## src/rtl/recent_user_list_with_codes_core_macros.svh

```systemverilog
// Assertion helpers shared by the RTL files.
// Each macro expects clk and rst_n in scope.
`ifndef RECENT_USER_LIST_WITH_CODES_CORE_MACROS_SVH
`define RECENT_USER_LIST_WITH_CODES_CORE_MACROS_SVH

// Same-cycle implication.
`define RUL_ASSERT_NOW(label, ante, cons, msg) \
    label: assert property (@(posedge clk) disable iff (!rst_n) (ante) |-> (cons)) \
        else $error(msg);

// Next-cycle implication.
`define RUL_ASSERT_NEXT(label, ante, cons, msg) \
    label: assert property (@(posedge clk) disable iff (!rst_n) (ante) |=> (cons)) \
        else $error(msg);

`endif

```

## src/rtl/rul_pkg.sv

```systemverilog
package rul_pkg;

    localparam int NUM_USERS_DEF = 5;
    localparam int ID_W          = 32;
    localparam int CODE_W        = 8;
    localparam int REQ_W         = 2;
    localparam int CNT_OUT_W     = 3;

    // Request codes; the fourth code is unused and leaves the table unchanged with req_ok low.
    typedef enum logic [REQ_W-1:0] {
        REQ_SET_OWNER = 2'd0,
        REQ_CHECK     = 2'd1,
        REQ_SET_CODE  = 2'd2
    } req_type_t;

    typedef struct packed {
        logic                 req_ok;
        logic [ID_W-1:0]      owner_id;
        logic [CODE_W-1:0]    owner_code;
        logic [CNT_OUT_W-1:0] user_count;
        logic                 was_present;
        logic                 evicted;
    } rsp_t;

endpackage

```

## src/rtl/rul_req_if.sv

```systemverilog
interface rul_req_if;
    import rul_pkg::*;

    logic              valid;
    logic              ready;
    logic [REQ_W-1:0]  req_type;
    logic [ID_W-1:0]   user_id;
    logic [CODE_W-1:0] entered_code;

    modport source (output valid, req_type, user_id, entered_code, input ready);
    modport sink   (input valid, req_type, user_id, entered_code, output ready);
endinterface

```

## src/rtl/rul_rsp_if.sv

```systemverilog
interface rul_rsp_if;
    import rul_pkg::*;

    logic                 valid;
    logic                 ready;
    logic                 req_ok;
    logic [ID_W-1:0]      owner_id;
    logic [CODE_W-1:0]    owner_code;
    logic [CNT_OUT_W-1:0] user_count;
    logic                 was_present;
    logic                 evicted;

    modport source (
        output valid, req_ok, owner_id, owner_code, user_count, was_present, evicted,
        input  ready
    );
    modport sink (
        input  valid, req_ok, owner_id, owner_code, user_count, was_present, evicted,
        output ready
    );
endinterface

```

## src/rtl/recent_user_list_with_codes_core.sv

```systemverilog
// Recent-user table with per-user code bytes, kept in move-to-front order.
// Requests enter through a one-deep input register; the table compares all
// slots in parallel, shifts entries and forms the result combinationally,
// and the result lands in an output register. One request is accepted
// every clock while the result side keeps taking beats. The
// compare-and-shift pass over NUM_USERS slots is combinational. The table
// is empty after reset. new_user_code is written through cfg_wr_en /
// cfg_wr_data; the user writes it only while no request is in flight,
// which the block itself does not enforce.
`include "recent_user_list_with_codes_core_macros.svh"

module recent_user_list_with_codes_core #(
    parameter int NUM_USERS = rul_pkg::NUM_USERS_DEF
) (
    input  logic                       clk,
    input  logic                       rst_n,
    input  logic                       cfg_wr_en,
    input  logic [rul_pkg::CODE_W-1:0] cfg_wr_data,
    rul_req_if.sink                    req,
    rul_rsp_if.source                  rsp
);
    import rul_pkg::*;

    // Default code for newly inserted users.
    logic [CODE_W-1:0] new_code_reg;

    // Input register: holds one request beat until the table takes it.
    logic              in_valid_reg;
    logic [REQ_W-1:0]  in_type_reg;
    logic [ID_W-1:0]   in_id_reg;
    logic [CODE_W-1:0] in_code_reg;

    // Output register: holds one result beat until the sink takes it.
    logic out_valid_reg;
    rsp_t out_reg;

    rsp_t table_rsp;
    logic advance;

    // Advance the request into the table when the output register is free
    // or drains in this same cycle.
    assign advance   = in_valid_reg && (!out_valid_reg || rsp.ready);
    assign req.ready = !in_valid_reg || advance;

    always_ff @(posedge clk or negedge rst_n)
    begin
        if (!rst_n)
        begin
            new_code_reg <= '0;
        end
        else if (cfg_wr_en)
        begin
            new_code_reg <= cfg_wr_data;
        end
    end

    always_ff @(posedge clk or negedge rst_n)
    begin
        if (!rst_n)
        begin
            in_valid_reg <= 1'b0;
        end
        else if (req.ready)
        begin
            in_valid_reg <= req.valid;
        end
    end

    // Capture payload on every accepted beat; no reset needed.
    always_ff @(posedge clk)
    begin
        if (req.valid && req.ready)
        begin
            in_type_reg <= req.req_type;
            in_id_reg   <= req.user_id;
            in_code_reg <= req.entered_code;
        end
    end

    rul_table #(
        .NUM_USERS(NUM_USERS)
    ) u_table (
        .clk          (clk),
        .rst_n        (rst_n),
        .go           (advance),
        .req_type     (in_type_reg),
        .user_id      (in_id_reg),
        .entered_code (in_code_reg),
        .new_user_code(new_code_reg),
        .result       (table_rsp)
    );

    always_ff @(posedge clk or negedge rst_n)
    begin
        if (!rst_n)
        begin
            out_valid_reg <= 1'b0;
        end
        else if (advance)
        begin
            out_valid_reg <= 1'b1;
        end
        else if (rsp.ready)
        begin
            out_valid_reg <= 1'b0;
        end
    end

    always_ff @(posedge clk)
    begin
        if (advance)
        begin
            out_reg <= table_rsp;
        end
    end

    assign rsp.valid       = out_valid_reg;
    assign rsp.req_ok      = out_reg.req_ok;
    assign rsp.owner_id    = out_reg.owner_id;
    assign rsp.owner_code  = out_reg.owner_code;
    assign rsp.user_count  = out_reg.user_count;
    assign rsp.was_present = out_reg.was_present;
    assign rsp.evicted     = out_reg.evicted;

    // Never drop a waiting result by advancing over it.
    `RUL_ASSERT_NOW(a_no_overwrite, out_valid_reg && !rsp.ready, !advance,
        "result overwritten while stalled")
    // Every table pass yields a result beat next cycle.
    `RUL_ASSERT_NEXT(a_pass_gives_beat, advance, out_valid_reg,
        "table pass without result beat")
    // Hold a stalled result beat in place.
    `RUL_ASSERT_NEXT(a_hold_stalled, out_valid_reg && !rsp.ready,
        out_valid_reg && $stable(out_reg), "stalled result beat changed")

endmodule

```

## src/rtl/rul_table.sv

```systemverilog
`include "recent_user_list_with_codes_core_macros.svh"

module rul_table #(
    parameter int NUM_USERS = rul_pkg::NUM_USERS_DEF
) (
    input  logic                      clk,
    input  logic                      rst_n,
    input  logic                      go,
    input  logic [rul_pkg::REQ_W-1:0]  req_type,
    input  logic [rul_pkg::ID_W-1:0]   user_id,
    input  logic [rul_pkg::CODE_W-1:0] entered_code,
    input  logic [rul_pkg::CODE_W-1:0] new_user_code,
    output rul_pkg::rsp_t              result
);
    import rul_pkg::*;

    localparam int CNT_W = $clog2(NUM_USERS + 1);

    logic [ID_W-1:0]   id_reg    [NUM_USERS];
    logic [ID_W-1:0]   id_next   [NUM_USERS];
    logic [CODE_W-1:0] code_reg  [NUM_USERS];
    logic [CODE_W-1:0] code_next [NUM_USERS];
    logic [CNT_W-1:0]  count_reg;
    logic [CNT_W-1:0]  count_next;

    logic [NUM_USERS-1:0] hit;
    logic [NUM_USERS-1:0] clear_below;
    logic [CODE_W-1:0]    hit_code;
    logic                 present;
    logic                 full;

    // Compare all valid slots; the first hit supplies its code.
    always_comb
    begin
        logic seen;
        seen     = 1'b0;
        hit_code = '0;
        for (int i = 0; i < NUM_USERS; i++)
        begin
            hit[i]         = (CNT_W'(i) < count_reg) && (id_reg[i] == user_id);
            clear_below[i] = !seen;
            if (hit[i] && !seen)
            begin
                hit_code = hit_code | code_reg[i];
            end
            seen = seen | hit[i];
        end
    end

    assign present = |hit;
    assign full    = (count_reg == CNT_W'(NUM_USERS));

    always_comb
    begin
        for (int k = 0; k < NUM_USERS; k++)
        begin
            id_next[k]   = id_reg[k];
            code_next[k] = code_reg[k];
        end
        count_next         = count_reg;
        result.req_ok      = 1'b0;
        result.was_present = 1'b0;
        result.evicted     = 1'b0;

        unique case (req_type)
            REQ_SET_OWNER:
            begin
                // Push down everything above the hit, or above the insertion point.
                for (int k = NUM_USERS - 1; k > 0; k--)
                begin
                    if (present ? clear_below[k] : (CNT_W'(k) <= count_reg))
                    begin
                        id_next[k]   = id_reg[k-1];
                        code_next[k] = code_reg[k-1];
                    end
                end
                id_next[0]         = user_id;
                code_next[0]       = present ? hit_code : new_user_code;
                count_next         = (present || full) ? count_reg
                                                       : CNT_W'(count_reg + 1'b1);
                result.req_ok      = 1'b1;
                result.was_present = present;
                result.evicted     = !present && full;
            end
            REQ_CHECK:
            begin
                result.req_ok = (count_reg != '0) && (code_reg[0] == entered_code);
            end
            REQ_SET_CODE:
            begin
                if (count_reg != '0)
                begin
                    code_next[0]  = entered_code;
                    result.req_ok = 1'b1;
                end
            end
            default:
            begin
                result.req_ok = 1'b0;
            end
        endcase

        result.owner_id   = (count_next != '0) ? id_next[0] : '0;
        result.owner_code = (count_next != '0) ? code_next[0] : '0;
        result.user_count = CNT_OUT_W'(count_next);
    end

    always_ff @(posedge clk)
    begin
        if (go)
        begin
            for (int k = 0; k < NUM_USERS; k++)
            begin
                id_reg[k]   <= id_next[k];
                code_reg[k] <= code_next[k];
            end
        end
    end

    always_ff @(posedge clk or negedge rst_n)
    begin
        if (!rst_n)
        begin
            count_reg <= '0;
        end
        else if (go)
        begin
            count_reg <= count_next;
        end
    end

    `RUL_ASSERT_NOW(a_count_bound, 1'b1, count_reg <= CNT_W'(NUM_USERS),
        "entry count above table depth")
    `RUL_ASSERT_NOW(a_hit_or_evict, go, !(result.was_present && result.evicted),
        "listed user caused an eviction")
    `RUL_ASSERT_NEXT(a_evict_stays_full, go && result.evicted,
        count_reg == CNT_W'(NUM_USERS), "eviction left table not full")

endmodule
```

## src/flat_wrapper.sv

```systemverilog
// flat-port wrapper written by rule: the top's interface ports become plain ports
module recent_user_list_with_codes_core_flat import rul_pkg::*;
#(
    parameter int NUM_USERS = rul_pkg::NUM_USERS_DEF
)
  (clk, rst_n, cfg_wr_en, cfg_wr_data, req_valid, req_req_type, req_user_id, req_entered_code, req_ready, rsp_valid, rsp_req_ok, rsp_owner_id, rsp_owner_code, rsp_user_count, rsp_was_present, rsp_evicted, rsp_ready);
  rul_req_if req_i ();
  rul_rsp_if rsp_i ();
  input  logic clk;
  input  logic rst_n;
  input  logic cfg_wr_en;
  input  logic [rul_pkg::CODE_W-1:0] cfg_wr_data;
  input wire logic [$bits(req_i.valid)-1:0] req_valid;
  input wire logic [$bits(req_i.req_type)-1:0] req_req_type;
  input wire logic [$bits(req_i.user_id)-1:0] req_user_id;
  input wire logic [$bits(req_i.entered_code)-1:0] req_entered_code;
  output wire logic [$bits(req_i.ready)-1:0] req_ready;
  output wire logic [$bits(rsp_i.valid)-1:0] rsp_valid;
  output wire logic [$bits(rsp_i.req_ok)-1:0] rsp_req_ok;
  output wire logic [$bits(rsp_i.owner_id)-1:0] rsp_owner_id;
  output wire logic [$bits(rsp_i.owner_code)-1:0] rsp_owner_code;
  output wire logic [$bits(rsp_i.user_count)-1:0] rsp_user_count;
  output wire logic [$bits(rsp_i.was_present)-1:0] rsp_was_present;
  output wire logic [$bits(rsp_i.evicted)-1:0] rsp_evicted;
  input wire logic [$bits(rsp_i.ready)-1:0] rsp_ready;
  assign req_i.valid = req_valid;
  assign req_i.req_type = req_req_type;
  assign req_i.user_id = req_user_id;
  assign req_i.entered_code = req_entered_code;
  assign req_ready = req_i.ready;
  assign rsp_valid = rsp_i.valid;
  assign rsp_req_ok = rsp_i.req_ok;
  assign rsp_owner_id = rsp_i.owner_id;
  assign rsp_owner_code = rsp_i.owner_code;
  assign rsp_user_count = rsp_i.user_count;
  assign rsp_was_present = rsp_i.was_present;
  assign rsp_evicted = rsp_i.evicted;
  assign rsp_i.ready = rsp_ready;
  recent_user_list_with_codes_core #(.NUM_USERS(NUM_USERS)) u_core (.clk(clk), .rst_n(rst_n), .cfg_wr_en(cfg_wr_en), .cfg_wr_data(cfg_wr_data), .req(req_i), .rsp(rsp_i));
endmodule
```

## config.mk

```make
export PLATFORM = sky130hd
export DESIGN_NAME = recent_user_list_with_codes_core_flat
export DESIGN_NICKNAME = d
export VERILOG_FILES = /design/src/rtl/rul_pkg.sv /design/src/rtl/rul_req_if.sv /design/src/rtl/rul_rsp_if.sv /design/src/rtl/recent_user_list_with_codes_core.sv /design/src/rtl/rul_table.sv /design/src/flat_wrapper.sv
export VERILOG_INCLUDE_DIRS = /design/src /design/src/rtl
export SDC_FILE = /design/constraint.sdc
export NUM_CORES = 1
export LEC_CHECK = 0
export ABC_AREA = 0
export BUFFER_PORTS_ARGS = -buffer_cell sky130_fd_sc_hd__buf_2
export CAP_MARGIN = 25
export CORE_MARGIN = 8
export CORE_UTILIZATION = 50
export DETAILED_ROUTE_END_ITERATION = 7
export GPL_ROUTABILITY_DRIVEN = 1
export PLACE_DENSITY = 0.75
export SETUP_SLACK_MARGIN = 0.3
export SLEW_MARGIN = 30
export SYNTH_ARGS = -nofsm -noshare
export SYNTH_HDL_FRONTEND = slang
export SYNTH_SLANG_ARGS = --single-unit
```

## constraint.sdc

```tcl
create_clock -name clk -period 4.04 [get_ports clk]
set_input_delay 0.202 -clock clk [delete_from_list [all_inputs] [get_ports clk]]
set_output_delay 0.202 -clock clk [all_outputs]
set_load 0.01 [all_outputs]
```

# ---- After elaboration in Yosys (flattened, before gate mapping)
# Memories as Yosys holds them, arrays and structs flattened.
# Index checks and enable logic that the tools add are counted.
dict set report word_totals {
  regBits 101
  ram_bits 200
  inputBits 55
  wordCells 99
  n_memories 2
}
dict set report op_classes {
  addsub 1
  magnitude_cmp 9
  eq_ne 9
  muxes 30
  n_bitwise 7
  reduce_logical 28
}
# name depth width read_ports rd_ports_with_merged_regs write_ports line
set mem_list {}
lappend mem_list {u_core.u_table.id_reg 5 32 5 0 5 rul_table.sv:19} ;# logic [ID_W-1:0] id_reg [NUM_USERS];
lappend mem_list {u_core.u_table.code_reg 5 8 5 0 5 rul_table.sv:21} ;# logic [CODE_W-1:0] code_reg [NUM_USERS];
# cell count
set op_table {}
lappend op_table {{32-bit == test} 5}
lappend op_table {{160-bit two-way mux} 1}
lappend op_table {{32-bit two-way mux} 5}
lappend op_table {{8-bit two-way mux} 11}
lappend op_table {{8-bit bitwise OR} 4}
lappend op_table {{8-bit one-hot mux with 2 select lines} 1}
lappend op_table {{1-bit logical AND} 13}
lappend op_table {{1-bit two-way mux} 9}
lappend op_table {{8-bit == test} 1}
lappend op_table {{1-bit zero test} 7}
lappend op_table {{2-bit by 3-bit <= comparator with 1-bit output, first input constant} 2}
lappend op_table {{1-bit by 3-bit < comparator with 1-bit output, first input constant} 2}
lappend op_table {{2-bit by 3-bit < comparator with 1-bit output, first input constant} 2}
lappend op_table {{3-bit two-way mux} 2}
lappend op_table {{3-bit nonzero test} 2}
lappend op_table {{5-bit OR reduction} 1}
lappend op_table {{3-bit by 1-bit adder with 3-bit output, second input constant} 1}
lappend op_table {{3-bit == test, second input constant} 1}
lappend op_table {{1-bit by 3-bit <= comparator with 1-bit output, first input constant} 1}
lappend op_table {{3-bit <= comparator, first input constant} 1}
lappend op_table {{1-bit logical OR} 3}
lappend op_table {{3-bit < comparator, first input constant} 1}
lappend op_table {{1-bit bitwise OR} 3}
lappend op_table {{1-bit one-hot mux with 3 select lines} 1}
lappend op_table {{4 further kinds} 4}

# ---- Depth between registers and ports, before layout
# Gate-level depths: netlist (run 1).
# An unclocked memory read counts as a cell.
dict set report logic_depth {
  depth_word 14
  depth_mapped 10
  depth_no_buf 8
}

# ---- Hierarchy
# Synthesis (run 1) repeated with hierarchy kept, for this count alone.
dict set report hier_totals {
  hier_cells 867
  area_unflattened_um2 13112.6
}
# mod n_inst cells_per_inst area_each_um2
set modules_own_cells {}
lappend modules_own_cells {rul_table 1 754 10049.6}
lappend modules_own_cells {recent_user_list_with_codes_core 1 113 3062.9}

# ---- Worst setup path before layout (run 1)
# Ideal clock, no wire load.
dict set report synth_timing {
  path_type {register to register}
  start {register u_core.u_table.count_reg[0] (netlist name)}
  end {memory u_core.u_table.code_reg[4][0], in the netlist u_core.u_table.code_reg[0][32], enable pin}
  t_arrival_ns 3.343
  path_slack_ns 0.259
  stages_incl_launch_ff 9
  path_buffers 2
  synth_period_minus_slack_ns 3.781
  path_cell_list {dfrtp_1 clkbuf_8 nor3_1 nor4_1 nand4_1 or3_1 clkbuf_1 nand4_2 nor2_1}
}
# element line
set synth_rtl {}
lappend synth_rtl {{end, declared} rul_table.sv:21}

==> results.json, run 1 <==
{
  "p_leak_nw": 5.57,
  "n_antenna_cell": 0,
  "ys_seq_area_share_pct": 67.0,
  "num_vias": 8617,
  "min_path_type": "in2reg",
  "crit_path_cell_trace": "xor2_1 > nor4_1 > nand4_1 > or3_1 > nand4_2 > nor2_4 > buf_4",
  "die_area_um2": 32300,
  "grt_pass1_wl_um": 52200,
  "pwr-share-seq_pct": 50.0,
  "numCtsBuffers": 30,
  "design_area_um2": 15800,
  "syn-num-nets": 1021,
  "rrSetupSlack_ps": 540,
  "grt_pass1_vias": 8719,
  "criticalPathCategory": "reg2reg",
  "syn_avg_cell_area_um2": 13.9,
  "crit_path_max_incr_delay_ps": 660,
  "r2r_start": "u_core.in_id_reg[25]$_DFFE_PP_",
  "period_minus_slack_ps": 3500,
  "io_pins": 103,
  "clock_power_share_pct": 34.1,
  "antenna_found_initial": 0,
  "p_switching_mw": 2.19,
  "htree_levels": 1,
  "hold_viol_final": 0,
  "postSynth.asyncResetShare_pct": 4.32,
  "cts.reportedPaths.clkPinSlew_ps": 60,
  "place.gp.congestion": 0.927,
  "largest_reg_flops": 160,
  "cell_internal_pwr_mw": 5.95,
  "worstReg2RegEnd": "u_core.u_table.id_reg[0][147]$_DFFE_PP_",
  "clock_latency_ps": 560,
  "drtAntennaViolNets": 0,
  "grtUsageMet2_pct": 33.3,
  "period_share_pct": 86.7,
  "synth.distinct_cells": 62,
  "reg2reg_depth": 7,
  "cts-root-buf": "clkbuf_16",
  "syn_to_final_growth_pct": 17.7,
  "core_um2": 26700,
  "synth-edff-count": 288,
  "switching_share_pct": 27.0,
  "drc_errors": 0,
  "power_density_nw_per_um2": 517,
  "fp.dieH_um": 180,
  "rsz0062_at_grt": "false",
  "vdd_drop_max_mv": 0.365,
  "die_x_um": 180,
  "track_usage_pct": 20.8,
  "ys_ff_latch": 301,
  "critPathLaunchType": "flop",
  "max_slew.worst_pin.slew_ps": 923,
  "fmax_mhz": 285,
  "portBuffers": 102,
  "startpoint": "u_core.in_id_reg[25]$_DFFE_PP_",
  "clock_path_buffers": 3,
  "via_per_inst": 5.79,
  "wl_per_cell_um": 23.2,
  "grt_util_met1_pct": 29.0,
  "cts.sinks": 301,
  "overflow": 0,
  "dpl-instance-area_um2": 14200,
  "cp.arrival_ps": 3740,
  "ys_top_cells_by_area": "edfxtp_1 (65%), xnor2_1 (6.2%), xor2_1 (5.0%)",
  "first_pass_iters": 5,
  "layout-drive-gt1-share_pct": 18.7,
  "synth_area_um2": 13400,
  "initialDrtViolationCount": 996,
  "crit_slowest_cell": "nor2_4",
  "yosys_most_used_dff": "edfxtp_1",
  "wirelength_um": 34600,
  "yosys.area.top_type_share_pct": 64.6,
  "rows": 60,
  "cp-end-kind": "flop",
  "tns_ps": 0,
  "fin_skew_ps": 15.5,
  "status": "complete, no violations",
  "slew_violations": 0,
  "cap_violations": 0,
  "grtUsageMet3_pct": 3.57,
  "slew_headroom_pct": 38.5,
  "critPathMaxFanout": 23,
  "final_nets": 1184,
  "setup_viol": 0,
  "yosysWarnings": 0,
  "cts_tree": "done",
  "grt_most_used_layer": "met2",
  "syn_inst": 962,
  "grt_max_degree": 51,
  "combPwrFrac_pct": 15.9,
  "hpwl_um": 25000,
  "yosys.area.top_type": "edfxtp_1",
  "start_util_pct": 50.2,
  "cp.required_ps": 4280,
  "endpoint": "u_core.u_table.id_reg[0][147]$_DFFE_PP_"
}
## critical path, delay by kind of cell, from the launching register on
kind	cells	cell delay [ps]
flip-flops	1	590
buffers and inverters	1	410
XOR/XNOR	1	490
AND/OR/NAND/NOR	5	1670
## cells in the final DEF, fill, tap and decap left out, types with 4 or more instances in the layout
cell type      netlist  final
edfxtp_1           288    288
nor4_2               3      5
nor4_1              30     28
dfrtp_1             13     13
and3_1               9      8
mux2_2               9      9
clkbuf_1            13      7
nand4_1             38     38
a21oi_1             41     41
a21oi_2              8      8
o21ai_0              6      6
nor3_1              21     21
dlygate4sd3_1        0     54
a22oi_1              8      8
ha_1                 4      4
clkinv_1             0      7
o2bb2ai_1            6      6
buf_4                1     25
nand2_1            123    123
o21ai_1              5      5
bufinv_16            0      4
xor2_1              76     76
nand3_1             14     14
nand3b_1             5      5
xnor2_1             94     94
nor2b_1              9      9
clkbuf_16            0     30
inv_1                7      6
clkinv_2             0      4
nor2_1              29     28
buf_2               23    102
a22o_1               6      6
## per-stage QoR
stage	std cells	setup WS [ps]	hold slack (ps)	util, %	total power, mW
floorplan	962	380	-93.6	-	4.86
global placement	1377	406	98.9	53.2	5.30
detailed placement	1377	335	106	53.3	5.32
CTS	1486	322	27.1	59.0	8.12
global route	1489	311	40.9	59.1	8.42
finish	1489	537	36.0	59.1	8.14
## power by group through the flow
stage               Clock (mW)  Combinational, mW  Sequential, mW
floorplan                    0              0.823            4.04
global placement             0               1.18            4.12
detailed placement           0               1.20            4.13
CTS                       2.81               1.24            4.07
global route              2.92               1.40            4.10
finish                    2.77               1.29            4.07
## what timing repair did
item,in CTS,in global routing
endpoints found under the hold margin,65,0
setup endpoints to repair,0,61
gates resized for setup,0,1
buffers inserted,0,3
hold buffers,54,0
## how the worst min path moves through the flow
| stage | startpoint | endpoint | cells after the start |
|---|---|---|---|
| after CTS | cfg_wr_en | u_core.new_code_reg[0]$_DFFE_PN0P_ | 2 |
| after global placement | rst_n | u_core.rsp.valid$_DFFE_PN0P_ | 1 |
| after floorplan | rst_n | u_core.in_valid_reg$_DFFE_PN0N_ | 0 |
| final | cfg_wr_en | u_core.new_code_reg[0]$_DFFE_PN0P_ | 2 |
| after detailed placement | rst_n | u_core.rsp.valid$_DFFE_PN0P_ | 1 |
| after global routing | cfg_wr_en | u_core.new_code_reg[0]$_DFFE_PN0P_ | 2 |
## area by class of cell
| class | count | area (um^2) |
|---|---|---|
| clock buffer | 37 | 777 |
| clock inverter | 18 | 201 |
| fill | 2053 | 10900 |
| inverter | 8 | 31.3 |
| multi-input combinational | 600 | 4050 |
| sequential | 301 | 8970 |
| tap | 341 | 427 |
| timing repair buffer | 184 | 1300 |
## cell usage after synthesis (all sizes together) (2+ instances only)
| cell | n |
|---|---|
| or3 | 4 |
| a221o | 3 |
| nor4 | 35 |
| xor2 | 76 |
| or4 | 7 |
| a31oi | 3 |
| nor2b | 9 |
| nand4b | 3 |
| or4b | 3 |
| nor4b | 3 |
| inv | 8 |
| and4 | 3 |
| o21ai | 11 |
| mux2i | 3 |
| buf | 32 |
| a22o | 6 |
| nand4 | 40 |
| o22ai | 3 |
| and2 | 2 |
| nand3b | 5 |
| mux2 | 10 |
| dfrtp | 13 |
| ha | 4 |
| edfxtp | 288 |
| and3 | 10 |
| xnor2 | 94 |
| a22oi | 8 |
| nand2 | 123 |
| nor2 | 30 |
| clkbuf | 21 |
| a21oi | 49 |
| nand2b | 3 |
| o2bb2ai | 6 |
| nand3 | 15 |
| nor3 | 21 |
## routing by layer
layer,share of wire [%],wire length (um),vias to the layer above
met5,0,0,-
met4,2.2,754,0
met3,8.7,3000,55
met2,47,16100,426
met1,43,14800,4250
li1,-,-,3886
## logic make-up after synthesis
| group | share of synthesized area [%] |
|---|---|
| simple gates | 12.9 |
| flops | 67.0 |
| buf+inv | 3.00 |
| xor+xnor | 11.1 |
| mux | 1.09 |
| fa+ha+maj | 0.374 |
| compound gates | 4.51 |
Note: power is estimated with default switching activity, not from simulation.
==> run 2: changes to the inputs <==
- CORE_ASPECT_RATIO: default -> 0.7
- CTS_CLUSTER_SIZE: default -> 12
- TNS_END_PERCENT: default -> 5
==> run 2 against run 1 <==
  * Hold slack better by 0.99 ps
  * Final area decreased by 0.45%
  * Sequential power about the same
  * Via count increased by 1.9%
  * Sequential cell count unchanged
  * Clock skew decreased by 1.2 ps
==> results.json, run 2 (synthesis gave the netlist of run 1 again) <==
{
  "status": "complete, no violations",
  "syn_to_final_growth_pct": 17.2,
  "worstReg2RegEnd": "u_core.rsp.owner_code[0]$_SDFFCE_PN0P_",
  "switching_share_pct": 27.6,
  "fmax_mhz": 287,
  "dpl-instance-area_um2": 14200,
  "wl_per_cell_um": 24.6,
  "start_util_pct": 50.5,
  "io_pins": 103,
  "cts.sinks": 301,
  "seq_area_um2": 8970,
  "final_cells": 1505,
  "die_area_um2": 32300,
  "p_total_mw": 7.96,
  "setup_viol": 0,
  "pwr-share-seq_pct": 50.9,
  "period_share_pct": 86.1,
  "design_area_um2": 15700,
  "clock_power_share_pct": 32.8,
  "first_pass_iters": 5,
  "r2r_start": "u_core.in_id_reg[5]$_DFFE_PP_",
  "grt_pass1_wl_um": 54800,
  "n_antenna_cell": 0,
  "slew_headroom_pct": 38.8,
  "rows": 50,
  "cts.reportedPaths.clkPinSlew_ps": 60,
  "cell_internal_pwr_mw": 5.76,
  "rrSetupSlack_ps": 560,
  "final_cell_mix": "edfxtp_1 (288), nand2_1 (123), buf_2 (102)",
  "die_x_um": 212,
  "cts-root-buf": "clkbuf_16",
  "slew_violations": 0,
  "p_switching_mw": 2.20,
  "critPathLaunchType": "flop",
  "initialDrtViolationCount": 1219,
  "htree_levels": 1,
  "portBuffers": 102,
  "clock_path_buffers": 3,
  "startpoint": "u_core.in_id_reg[5]$_DFFE_PP_",
  "combPwrFrac_pct": 16.4,
  "hold_viol_final": 0,
  "critPathMaxFanout": 8,
  "multi_input_area_um2": 4050,
  "overflow": 0,
  "layout-drive-gt1-share_pct": 18.1,
  "via_per_inst": 5.83,
  "min_path_type": "in2reg",
  "place.gp.congestion": 0.946,
  "track_usage_pct": 22.5,
  "endpoint": "u_core.rsp.owner_code[0]$_SDFFCE_PN0P_",
  "grt_max_degree": 83,
  "antenna_found_initial": 0,
  "core_um2": 26500,
  "wirelength_um": 37000,
  "numCtsBuffers": 31,
  "p_leak_nw": 5.53,
  "drc_errors": 0,
  "reg2reg_depth": 9,
  "numPlacedInstances": 1401,
  "largest_reg_flops": 160,
  "period_minus_slack_ps": 3480,
  "whs_ps": 37.0,
  "tns_ps": 0,
  "cp.required_ps": 4350,
  "grt_pass1_vias": 8425,
  "clock_latency_ps": 570,
  "fp.dieH_um": 153,
  "num_vias": 8778,
  "cts_tree": "done",
  "vdd_drop_max_mv": 0.342,
  "final_nets": 1183,
  "layout_commonest_cell": "edfxtp_1",
  "drtAntennaViolNets": 0,
  "rsz0062_at_grt": "false",
  "cap_violations": 0,
  "max_slew.worst_pin.slew_ps": 915,
  "cp-end-kind": "flop",
  "criticalPathCategory": "reg2reg",
  "hpwl_um": 26600,
  "power_density_nw_per_um2": 507,
  "cp.arrival_ps": 3790,
  "fill_cells": 2076,
  "fin_skew_ps": 14.2
}
run 2: cell count changes in the layout (fill, tap and decap cells not counted), moves of 2 or more:
cell / before / now
bufinv_16: 4 / 1
buf_4: 25 / 23
clkinv_2: 4 / 2
nor4_1: 28 / 30
nor4_2: 5 / 3
run 2: how the worst min path moves through the flow:
stage	start	end	depth (start not counted)
floorplan	rst_n	u_core.in_valid_reg$_DFFE_PN0N_	0
global placement	rst_n	u_core.rsp.valid$_DFFE_PN0P_	1
detailed placement	rst_n	u_core.rsp.valid$_DFFE_PN0P_	1
CTS	cfg_wr_en	u_core.new_code_reg[6]$_DFFE_PN0P_	2
global route	cfg_wr_en	u_core.new_code_reg[1]$_DFFE_PN0P_	2
finish	cfg_wr_en	u_core.new_code_reg[1]$_DFFE_PN0P_	2
run 2: repair_timing:
item                                   4_1_cts  5_1_grt
resized for setup                            0        1
buffers inserted                             0        0
setup endpoints to repair                    0       31
endpoints found under the hold margin       65        0
hold buffers                                54        0
run 2: layer usage:
layer  vias up  part of all wire, %  GRT usage [%]
met4         0                  1.8           4.59
met2       555                   41           30.5
met3        57                   12           5.43
met5         -                    0              0
li1       3883                    -              -
met1      4283                   46           35.6
run 2: cell type report:
type / count / share of cell area [%]
multi-input combinational: 600 / 25.8
tap: 364 / 2.90
sequential: 301 / 57.2
timing repair buffer: 182 / 8.19
clock buffer: 38 / 5.11
clock inverter: 12 / 0.590
inverter: 8 / 0.199
run 2: critical path, cell delays in order, from the launching register on:
cell,delay (ps)
edfxtp_1,530
nor2b_1,210
or4_1,510
or4_4,530
nor4_4,470
nor4_1,110
buf_4,210
a221o_1,300
o21ai_1,230
a21oi_1,120
run 2: power groups by stage:
stage | registers [mW] | clock network [mW] | logic (mW)
floorplan | 4.04 | 0 | 0.823
global placement | 4.09 | 0 | 1.25
detailed placement | 4.10 | 0 | 1.24
CTS | 4.04 | 2.63 | 1.30
global route | 4.07 | 2.74 | 1.41
finish | 4.05 | 2.61 | 1.30
run 2: through the flow:
stage / util (%) / setup WS (ps)
2_1_floorplan: - / 380
5_1_grt: 59.1 / 438
3_5_place_dp: 53.7 / 465
6_report: 59.1 / 561
3_3_place_gp: 53.7 / 501
4_1_cts: 59.1 / 450
==> run 3: changes to the inputs <==
- CORE_MARGIN: 8 -> 1
- CORE_UTILIZATION: 50 -> 30
- PLACE_DENSITY: 0.75 -> 0.51
==> run 3 against run 2 <==
  * Register-to-register slack worse by 70 ps
  * Total power grew 5.5%
  * Final area up 3.0%
  * Hold slack better by 42 ps
  * Combinational power up 3%
  * Sequential cell count stayed put
  * Worst setup slack lost 68 ps
  * Clock skew down 0.88 ps
  * Largest cell class unchanged
  * Highest routed layer unchanged
==> results.json, run 3 (synthesis gave the netlist of run 1 again) <==
{
  "status": "complete, no violations",
  "clock_latency_ps": 530,
  "rows": 64,
  "hpwl_um": 28800,
  "n_antenna_cell": 0,
  "fp.dieH_um": 179,
  "slew_violations": 0,
  "cp_common_cell": "nor3_1",
  "die_area_um2": 45500,
  "overflow": 0,
  "vdd_drop_max_mv": 0.335,
  "start_util_pct": 30.5,
  "criticalPathCategory": "reg2reg",
  "syn_to_final_growth_pct": 20.7,
  "r2r_start": "u_core.in_id_reg[14]$_DFFE_PP_",
  "fin_skew_ps": 13.3,
  "core_um2": 43900,
  "period_share_pct": 87.8,
  "tns_ps": 0,
  "final_cell_mix": "edfxtp_1 (288), nand2_1 (123), buf_2 (102)",
  "hold_buffers": 54,
  "final_nets": 1186,
  "rsz0062_at_grt": "false",
  "first_pass_iters": 5,
  "cts_setup_buffers": 0,
  "critPathMaxFanout": 6,
  "cap_violations": 0,
  "cts_tree": "done",
  "grt_pass1_vias": 8048,
  "place.gp.congestion": 0.947,
  "initialDrtViolationCount": 764,
  "portBuffers": 102,
  "crit_path_max_incr_delay_ps": 610,
  "drc_errors": 0,
  "cp.required_ps": 4310,
  "setup_viol": 0,
  "grt_pass1_wl_um": 56200,
  "worstHoldStart": "cfg_wr_en",
  "crit_path_cell_trace": "xnor2_1 > nand4_1 > nor3_1 > nand3_1 > nor3_1 > a22oi_1 > and4_1 > nor3_1",
  "cp.arrival_ps": 3820,
  "hold_path_end": "u_core.new_code_reg[5]$_DFFE_PN0P_",
  "power_density_nw_per_um2": 519,
  "layout-drive-gt1-share_pct": 18.8,
  "dpl-instance-area_um2": 14600,
  "fmax_mhz": 282,
  "grt_max_degree": 84,
  "wirelength_um": 39600,
  "wl_per_cell_um": 22.7,
  "cp-end-kind": "flop",
  "largest_reg_flops": 160,
  "startpoint": "u_core.in_id_reg[14]$_DFFE_PP_",
  "htree_levels": 2,
  "p_leak_nw": 5.61,
  "slew_headroom_pct": 52.8,
  "drtAntennaViolNets": 0,
  "num_vias": 8566,
  "io_pins": 103,
  "numCtsBuffers": 35,
  "antenna_found_initial": 1,
  "design_area_um2": 16200,
  "min_path_type": "in2reg",
  "die_x_um": 254,
  "fill_cells": 4289,
  "cts-root-buf": "clkbuf_16",
  "ctsResizeCount": 0,
  "via_per_inst": 4.91,
  "max_slew.worst_pin.slew_ps": 708,
  "layout_commonest_cell": "edfxtp_1",
  "reg2reg_depth": 8,
  "cts.reportedPaths.clkPinSlew_ps": 60,
  "p_total_mw": 8.39,
  "clock_path_buffers": 3,
  "track_usage_pct": 17.4,
  "rrSetupSlack_ps": 490,
  "place_ws_ps": 542,
  "worstReg2RegEnd": "u_core.u_table.code_reg[0][5]$_DFFE_PP_",
  "cts.sinks": 301,
  "crit_slowest_cell": "edfxtp_1",
  "hold_viol_final": 0,
  "hold_path_depth": 2,
  "period_minus_slack_ps": 3550,
  "worst_slack_ps": 494,
  "critPathLaunchType": "flop"
}
## run 3: changes by cell type in the layout (fill, tap and decap cells not counted), moves of 2 or more
cell and change:
clkbuf_16 +4, clkinv_2 +2, buf_12 +3, buf_4 -4, inv_6 +3, clkbuf_1 +2
## run 3: how the worst max path moves through the flow
stage	end	slack [ps]
3_5_place_dp	u_core.u_table.id_reg[0][115]$_DFFE_PP_	540
3_3_place_gp	u_core.u_table.code_reg[0][5]$_DFFE_PP_	550
5_1_grt	u_core.rsp.owner_code[0]$_SDFFCE_PN0P_	330
2_1_floorplan	u_core.u_table.code_reg[0][24]$_DFFE_PP_	380
4_1_cts	u_core.u_table.id_reg[0][123]$_DFFE_PP_	510
6_report	u_core.u_table.code_reg[0][5]$_DFFE_PP_	490
## run 3: per-layer routing
metal | track usage (%) | share of wire (%) | vias to the layer above
met5 | 0 | 0 | -
met4 | 4.89 | 2.2 | 0
met3 | 4.20 | 8.3 | 64
met2 | 22.6 | 38 | 358
met1 | 27.9 | 51 | 4248
li1 | - | - | 3896
## run 3: worst max-delay path: cells and delay by family (launching register included)
family,cells,cell delay (ps)
xor+xnor,1,590
simple gates,6,1900
compound gates,1,180
flops,1,610
## run 3: report_power, final
part           switching, mW  internal (mW)
Clock                   1.26           1.74
Combinational          0.834          0.501
Sequential             0.246           3.81
Total                   2.34           6.05
## run 3: per-stage QoR
stage,util (%),std cells,hold WS [ps]
after floorplan,-,962,-93.6
after global placement,33.2,1630,112
after detailed placement,33.2,1630,114
after CTS,36.8,1745,55.8
after global routing,36.8,1745,79.3
final,36.8,1745,79.1
## run 3: area by class of cell
type                            count  area (um^2)  area share (%)
Tap cell                          594          743            4.60
Timing Repair Buffer              181         1310            8.13
Multi-Input combinational cell    600         4030            25.0
Clock inverter                     16          135           0.837
Inverter                            8         31.3           0.194
Clock buffer                       45          923            5.72
Sequential cell                   301         8970            55.6
